===== src/hdl/demurrage_value_decay_assert.svh =====
// Assertion macros for the decay block; the controller uses them.
`ifndef DEMURRAGE_VALUE_DECAY_ASSERT_SVH
`define DEMURRAGE_VALUE_DECAY_ASSERT_SVH

// Same-cycle implication, checked on clock, held off during reset.
`define DVD_ASSERT_NOW(label, ante, cons, msg) \
   label: assert property (@(posedge clock) disable iff (reset) (ante) |-> (cons)) \
      else $error(msg);

// Next-cycle implication, checked on clock, held off during reset.
`define DVD_ASSERT_NEXT(label, ante, cons, msg) \
   label: assert property (@(posedge clock) disable iff (reset) (ante) |=> (cons)) \
      else $error(msg);

`endif


===== src/hdl/dvd_pkg.sv =====
// Package: decay ladder constants, controller states and command types.
`timescale 1ns / 1ps
`default_nettype none

package dvd_pkg;

   // Number of ladder rungs, one per depth bit that can decay the amount
   localparam int unsigned LADDER_STEPS = 26;
   localparam int unsigned IDX_W        = 5;

   typedef logic [IDX_W-1:0] idx_type;

   // Controller states
   typedef enum logic [2:0] {
      ST_IDLE,
      ST_SCAN,
      ST_MUL,
      ST_ACC,
      ST_FIN_MUL,
      ST_FIN_SUM,
      ST_FIN_RES,
      ST_DONE
   } ctrl_state_type;

   // Datapath operations, one per cycle
   typedef enum logic [3:0] {
      OP_NONE,
      OP_LOAD_IN,
      OP_SEED,
      OP_LADDER_MUL,
      OP_LADDER_ACC,
      OP_FIN_MUL,
      OP_FIN_SUM,
      OP_FIN_RES,
      OP_OUT_LOAD
   } dp_op_type;

   typedef struct packed {
      dp_op_type op;
      idx_type   idx;
   } cmd_type;

   typedef struct packed {
      logic bypass;
      logic bit_set;
   } sts_type;

   // Rate for depth 2^i in 0.64 fixed point: {high word, low word}
   function automatic logic [63:0] ladder_rung(input idx_type idx);
      logic [63:0] rung;
      case (idx)
         5'd0:    rung = 64'hfffff000_00000000;
         5'd1:    rung = 64'hffffe000_01000000;
         5'd2:    rung = 64'hffffc000_05ffffc0;
         5'd3:    rung = 64'hffff8000_1bfffc80;
         5'd4:    rung = 64'hffff0000_77ffdd00;
         5'd5:    rung = 64'hfffe0001_effeca00;
         5'd6:    rung = 64'hfffc0007_dff5d409;
         5'd7:    rung = 64'hfff8001f_bfaca8a2;
         5'd8:    rung = 64'hfff0007f_7d5d5a6a;
         5'd9:    rung = 64'hffe001fe_eacb48a8;
         5'd10:   rung = 64'hffc007fd_55dfda2a;
         5'd11:   rung = 64'hff801ff6_ad5499cd;
         5'd12:   rung = 64'hff007fcd_67f98aad;
         5'd13:   rung = 64'hfe01fe9b_74f0943e;
         5'd14:   rung = 64'hfc07f540_767d2a82;
         5'd15:   rung = 64'hf81fab16_3dc15990;
         5'd16:   rung = 64'hf07d5f65_f9604ac9;
         5'd17:   rung = 64'he1eb5045_80b6ebf7;
         5'd18:   rung = 64'hc75f7b66_a5075def;
         5'd19:   rung = 64'h9b459576_663bbb3e;
         5'd20:   rung = 64'h5e2d55e7_48e27ab4;
         5'd21:   rung = 64'h22a5531d_29a95916;
         5'd22:   rung = 64'h04b054d7_fda49c4d;
         5'd23:   rung = 64'h0015fc1b_85085be9;
         5'd24:   rung = 64'h000001e3_54ca043c;
         5'd25:   rung = 64'h00000000_00039089;
         default: rung = 64'h0;
      endcase
      return rung;
   endfunction

endpackage

`default_nettype wire


===== src/hdl/dvd_ctrl.sv =====
// Controller: walks the depth bits and sequences the shared multipliers.
`timescale 1ns / 1ps
`default_nettype none

`include "demurrage_value_decay_assert.svh"

module dvd_ctrl (
   input  logic             clock,
   input  logic             reset,
   input  logic             req_valid,
   output logic             req_stall,
   output logic             rsp_valid,
   input  logic             rsp_stall,
   input  dvd_pkg::sts_type sts,
   output dvd_pkg::cmd_type cmd
);

   localparam dvd_pkg::idx_type LastIdx = dvd_pkg::idx_type'(dvd_pkg::LADDER_STEPS - 1);

   dvd_pkg::ctrl_state_type state_ff, state_in;
   dvd_pkg::idx_type        idx_ff, idx_in;
   logic                    fresh_ff, fresh_in;
   logic                    rsp_valid_ff, rsp_valid_in;
   logic                    out_blocked;

   assign out_blocked = rsp_valid_ff && rsp_stall;
   assign req_stall   = (state_ff != dvd_pkg::ST_IDLE);
   assign rsp_valid   = rsp_valid_ff;

   // Hold state, rung index and output valid
   always_ff @(posedge clock) begin
      if (reset) begin
         state_ff     <= dvd_pkg::ST_IDLE;
         idx_ff       <= '0;
         fresh_ff     <= 1'b1;
         rsp_valid_ff <= 1'b0;
      end else begin
         state_ff     <= state_in;
         idx_ff       <= idx_in;
         fresh_ff     <= fresh_in;
         rsp_valid_ff <= rsp_valid_in;
      end
   end

   // Choose next state and the datapath operation
   always_comb begin
      state_in     = state_ff;
      idx_in       = idx_ff;
      fresh_in     = fresh_ff;
      rsp_valid_in = out_blocked;
      cmd.op       = dvd_pkg::OP_NONE;
      cmd.idx      = idx_ff;
      case (state_ff)
         dvd_pkg::ST_IDLE: begin
            if (req_valid) begin
               cmd.op   = dvd_pkg::OP_LOAD_IN;
               idx_in   = '0;
               fresh_in = 1'b1;
               state_in = dvd_pkg::ST_SCAN;
            end
         end
         dvd_pkg::ST_SCAN: begin
            if (sts.bypass) begin
               state_in = dvd_pkg::ST_DONE;
            end else if (sts.bit_set && !fresh_ff) begin
               state_in = dvd_pkg::ST_MUL;
            end else begin
               if (sts.bit_set) begin
                  cmd.op   = dvd_pkg::OP_SEED;
                  fresh_in = 1'b0;
               end
               if (idx_ff == LastIdx) begin
                  state_in = dvd_pkg::ST_FIN_MUL;
               end else begin
                  idx_in = idx_ff + 1'b1;
               end
            end
         end
         dvd_pkg::ST_MUL: begin
            cmd.op   = dvd_pkg::OP_LADDER_MUL;
            state_in = dvd_pkg::ST_ACC;
         end
         dvd_pkg::ST_ACC: begin
            cmd.op = dvd_pkg::OP_LADDER_ACC;
            if (idx_ff == LastIdx) begin
               state_in = dvd_pkg::ST_FIN_MUL;
            end else begin
               idx_in   = idx_ff + 1'b1;
               state_in = dvd_pkg::ST_SCAN;
            end
         end
         dvd_pkg::ST_FIN_MUL: begin
            cmd.op   = dvd_pkg::OP_FIN_MUL;
            state_in = dvd_pkg::ST_FIN_SUM;
         end
         dvd_pkg::ST_FIN_SUM: begin
            cmd.op   = dvd_pkg::OP_FIN_SUM;
            state_in = dvd_pkg::ST_FIN_RES;
         end
         dvd_pkg::ST_FIN_RES: begin
            cmd.op   = dvd_pkg::OP_FIN_RES;
            state_in = dvd_pkg::ST_DONE;
         end
         dvd_pkg::ST_DONE: begin
            // Wait until the output register is free
            if (!out_blocked) begin
               cmd.op       = dvd_pkg::OP_OUT_LOAD;
               rsp_valid_in = 1'b1;
               state_in     = dvd_pkg::ST_IDLE;
            end
         end
         default: begin
            state_in = dvd_pkg::ST_IDLE;
         end
      endcase
   end

   `DVD_ASSERT_NEXT(a_busy_after_accept, req_valid && !req_stall, state_ff != dvd_pkg::ST_IDLE, "accepted item did not start work")
   `DVD_ASSERT_NEXT(a_mul_then_acc, state_ff == dvd_pkg::ST_MUL, state_ff == dvd_pkg::ST_ACC, "ladder product not accumulated")
   `DVD_ASSERT_NEXT(a_done_waits, state_ff == dvd_pkg::ST_DONE && out_blocked, state_ff == dvd_pkg::ST_DONE, "result dropped over a held item")
   `DVD_ASSERT_NOW(a_valid_from_done, $rose(rsp_valid_ff), $past(state_ff) == dvd_pkg::ST_DONE, "result shown before work finished")

endmodule

`default_nettype wire


===== config.mk =====
export PLATFORM = sky130hd
export DESIGN_NAME = dvd_ctrl
export DESIGN_NICKNAME = d
export VERILOG_FILES = /design/src/hdl/dvd_pkg.sv /design/src/hdl/dvd_ctrl.sv
export VERILOG_INCLUDE_DIRS = /design/src /design/src/hdl
export SDC_FILE = /design/constraint.sdc
export NUM_CORES = 1
export LEC_CHECK = 0
export BUFFER_PORTS_ARGS = -buffer_cell sky130_fd_sc_hd__buf_4
export CAP_MARGIN = 20
export CORE_MARGIN = 2
export CORE_UTILIZATION = 48
export CTS_BUF_LIST = sky130_fd_sc_hd__clkbuf_4
export DETAILED_ROUTE_END_ITERATION = 6
export PLACE_DENSITY = 0.76
export SETUP_SLACK_MARGIN = 0.05
export SLEW_MARGIN = 20
export SYNTH_ARGS = -nofsm -noshare
export SYNTH_HDL_FRONTEND = slang
export SYNTH_SLANG_ARGS = --single-unit

===== constraint.sdc =====
create_clock -name clock -period 1.32 [get_ports clock]
set_input_delay 0.066 -clock clock [delete_from_list [all_inputs] [get_ports clock]]
set_output_delay 0.066 -clock clock [all_outputs]
set_load 0.03 [all_outputs]

==> flow_metrics.env <==
export IMPL_layout_commonest_cell="buf_4"
export IMPL_synth_area_leaders="dfxtp_1 (29%), nand2_1 (4.9%), nor2b_1 (4.6%), o221ai_2 (4.4%), a21oi_1 (3.6%)"
export IMPL_finalHoldWorstSlack_ps=37.9
export IMPL_cts_root_buf="clkbuf_4"
export IMPL_placed_area_um2=923
export IMPL_core_um2=1320
export IMPL_grt_max_degree=10
export IMPL_ys_seq_area_frac=0.292
export IMPL_first_iter_violations=10
export IMPL_drv_slew=0
export IMPL_yosys_area_share_simple=0.328
export IMPL_ant_nets=0
export IMPL_gp_congestion=0.813
export IMPL_clock_latency_ps=260
export IMPL_nets=122
export IMPL_via_count=738
export IMPL_cp_max_fo=5
export IMPL_antenna_found_initial=0
export IMPL_synth_compound_area_frac=0.254
export IMPL_synthXorXnorAreaFrac=0.0128
export IMPL_ios=17
export IMPL_r2r_slack_ps=-20
export IMPL_cp_end_kind="flop"
export IMPL_syn_nets=90
export IMPL_rsz0062_at_grt="yes"
export IMPL_synth_avg_cell_area_um2=8.36
export IMPL_grt_ovfl_total=0
export IMPL_grt_usage=0.224
export IMPL_worstSetupStartpoint="idx_ff[1]$_SDFFE_PP0P_"
export IMPL_synth_cell_types=39
export IMPL_violations="setup timing"
export IMPL_mostFrequentLayoutCells="buf_4 (30), nand2_1 (9)"
export IMPL_cts_buffers=3
export IMPL_synth_seq_cells=10
export IMPL_dp_slack_ps=-46.8
export IMPL_grt_pass1_wl_um=3040
export IMPL_vdd_drop_max_v=0.000664
export IMPL_cap_violations=0
export IMPL_initial_core_util=0.520
export IMPL_fillers=92
export IMPL_timing_final_crit_share=1.02
export IMPL_h_tree_depth=1
export IMPL_vias_per_cell=5.77
export IMPL_cts_tree="done"
export IMPL_worst_ep_arrival_time_ps=1530
export IMPL_setup_viol=3
export IMPL_leakage_nw=0.468
export IMPL_synthMuxAreaShare=0.0146
export IMPL_area_growth_pct=48.4
export IMPL_synthCells=82
export IMPL_finalHoldViolCount=0
export IMPL_synth_top_cell_area_share=0.292
export IMPL_fin_crit_ps=1340
export IMPL_clkSlewWorstSetupHoldPaths_ps=70
export IMPL_setup_slack_ps=-24.1
export IMPL_worstSetupPathType="flop to flop"
export IMPL_drc=0
export IMPL_yosys_warnings=0
export IMPL_synth_top_family_by_area="simple AND/OR/NAND/NOR gates"
export IMPL_synthArstFlopShare=0
export IMPL_multiInputGateArea_um2=490
export IMPL_r2r_cells=5
export IMPL_drtPass1Iterations=4
export IMPL_max_slew_margin=0.825
export IMPL_tightest_slew_ps=262
export IMPL_die_w_um=41.8
export IMPL_min_path_type="input pin to flop"
export IMPL_fin_util=0.772
export IMPL_die_h_um=41.8
export IMPL_timing_rr_start="idx_ff[1]$_SDFFE_PP0P_"
export IMPL_regArea_um2=216
export IMPL_port_buffers=16
export IMPL_ys_flop_type="dfxtp_1"
export IMPL_reg2reg_to="idx_ff[2]$_SDFFE_PP0P_"
export IMPL_clock_sinks=10
export IMPL_diodes=0
export IMPL_powerDensity_nw_per_um2=983
export IMPL_synth_fa_ha_area_frac=0.0365
export IMPL_final_cell_area_um2=1020
export IMPL_place_hpwl_um=1330
export IMPL_wire_per_inst_um=13.8
export IMPL_synth_edf_count=0
export IMPL_final_setup_tns_ps=-40.7
export IMPL_wirelength_um=1760
export IMPL_max_freq_ghz=0.744
export IMPL_grt_pass1_vias=730
export IMPL_stdcell_count=128
export IMPL_endpoint="idx_ff[2]$_SDFFE_PP0P_"
export IMPL_rows=13
export IMPL_fp_dieArea_um2=1750
export IMPL_cts_buffer_depth=2
export IMPL_worstPathRequired_ps=1510
export IMPL_cts_hold_buf=0
export IMPL_skew_ps=9.54
export IMPL_outcome="finished with violations"
export IMPL_critPathLaunchType="flop"
export IMPL_power_mw=1.00
export IMPL_syn_area_um2=686
export IMPL_drive_gt1_frac=0.531
export IMPL_synth_top_cell_by_area="dfxtp_1"
export IMPL_dp_cells=120
where the power goes:
part           total, mW  switching (mW)  internal [mW]
combinational      0.412           0.225          0.187
clock              0.245           0.108          0.137
sequential         0.343          0.0201          0.323
how the worst min path moves through the flow:
stage	startpoint	end	slack [ps]	cells past startpoint
after floorplan	rsp_stall	rsp_valid$_SDFF_PP0_	200	2
after global placement	reset	rsp_valid$_SDFF_PP0_	310	2
after detailed placement	reset	state_ff[2]$_SDFFE_PP0P_	320	2
after CTS	reset	state_ff[2]$_SDFFE_PP0P_	30	2
after global routing	reset	state_ff[2]$_SDFFE_PP0P_	30	2
final	reset	state_ff[2]$_SDFFE_PP0P_	40	2
cell families after synthesis:
logic type | count (synthesis)
AO/OA/AOI/OAI | 20
XOR/XNOR | 1
adder cells (fa/ha/maj) | 2
buffers and inverters | 10
flip-flops | 10
multiplexers | 1
AND/OR/NAND/NOR | 38
final cells by class:
cell class,instances,share of cell area
flip-flops and latches,10,0.213
repair buffers,31,0.232
clock buffers,4,0.0295
multi-input cells,62,0.482
inverters,6,0.0246
well taps,15,0.0185
synth_stat cells, types with 2 or more instances:
| master | n |
|---|---|
| o221ai_2 | 2 |
| ha_1 | 2 |
| nand4_1 | 3 |
| a21oi_1 | 5 |
| dfxtp_1 | 10 |
| nor2_1 | 4 |
| nor2b_1 | 5 |
| nand2_1 | 9 |
| nand2b_1 | 3 |
| o21ai_0 | 2 |
| nand3_1 | 4 |
| and3_1 | 2 |
| inv_1 | 5 |
per-layer routing:
metal  GRT usage  wire [µm]  part of all wire  vias up
met2       0.384        866              0.49       34
li1            -          -                 -      358
met4       0.148         81             0.046        0
met3      0.0478        116             0.066       12
met1       0.245        698              0.40      334
met5           0          0                 0        -
registers in the layout, summed over array words and instances, names as in the netlist:
name       cells
rsp_valid      1
fresh_ff       1
state_ff       3
idx_ff         5
repair_timing:
action	in CTS	in global routing
resized for setup	7	4
pin swaps	3	1
setup endpoints to repair	9	11
setup buffers	3	1
critical path, cell delays in order, from the launching register on:
cell and delay (ps):
dfxtp_4 360, inv_4 60, ha_4 120, nand4b_4 110, a311o_4 420, o211ai_2 190
(Power assumes the default switching activity.)
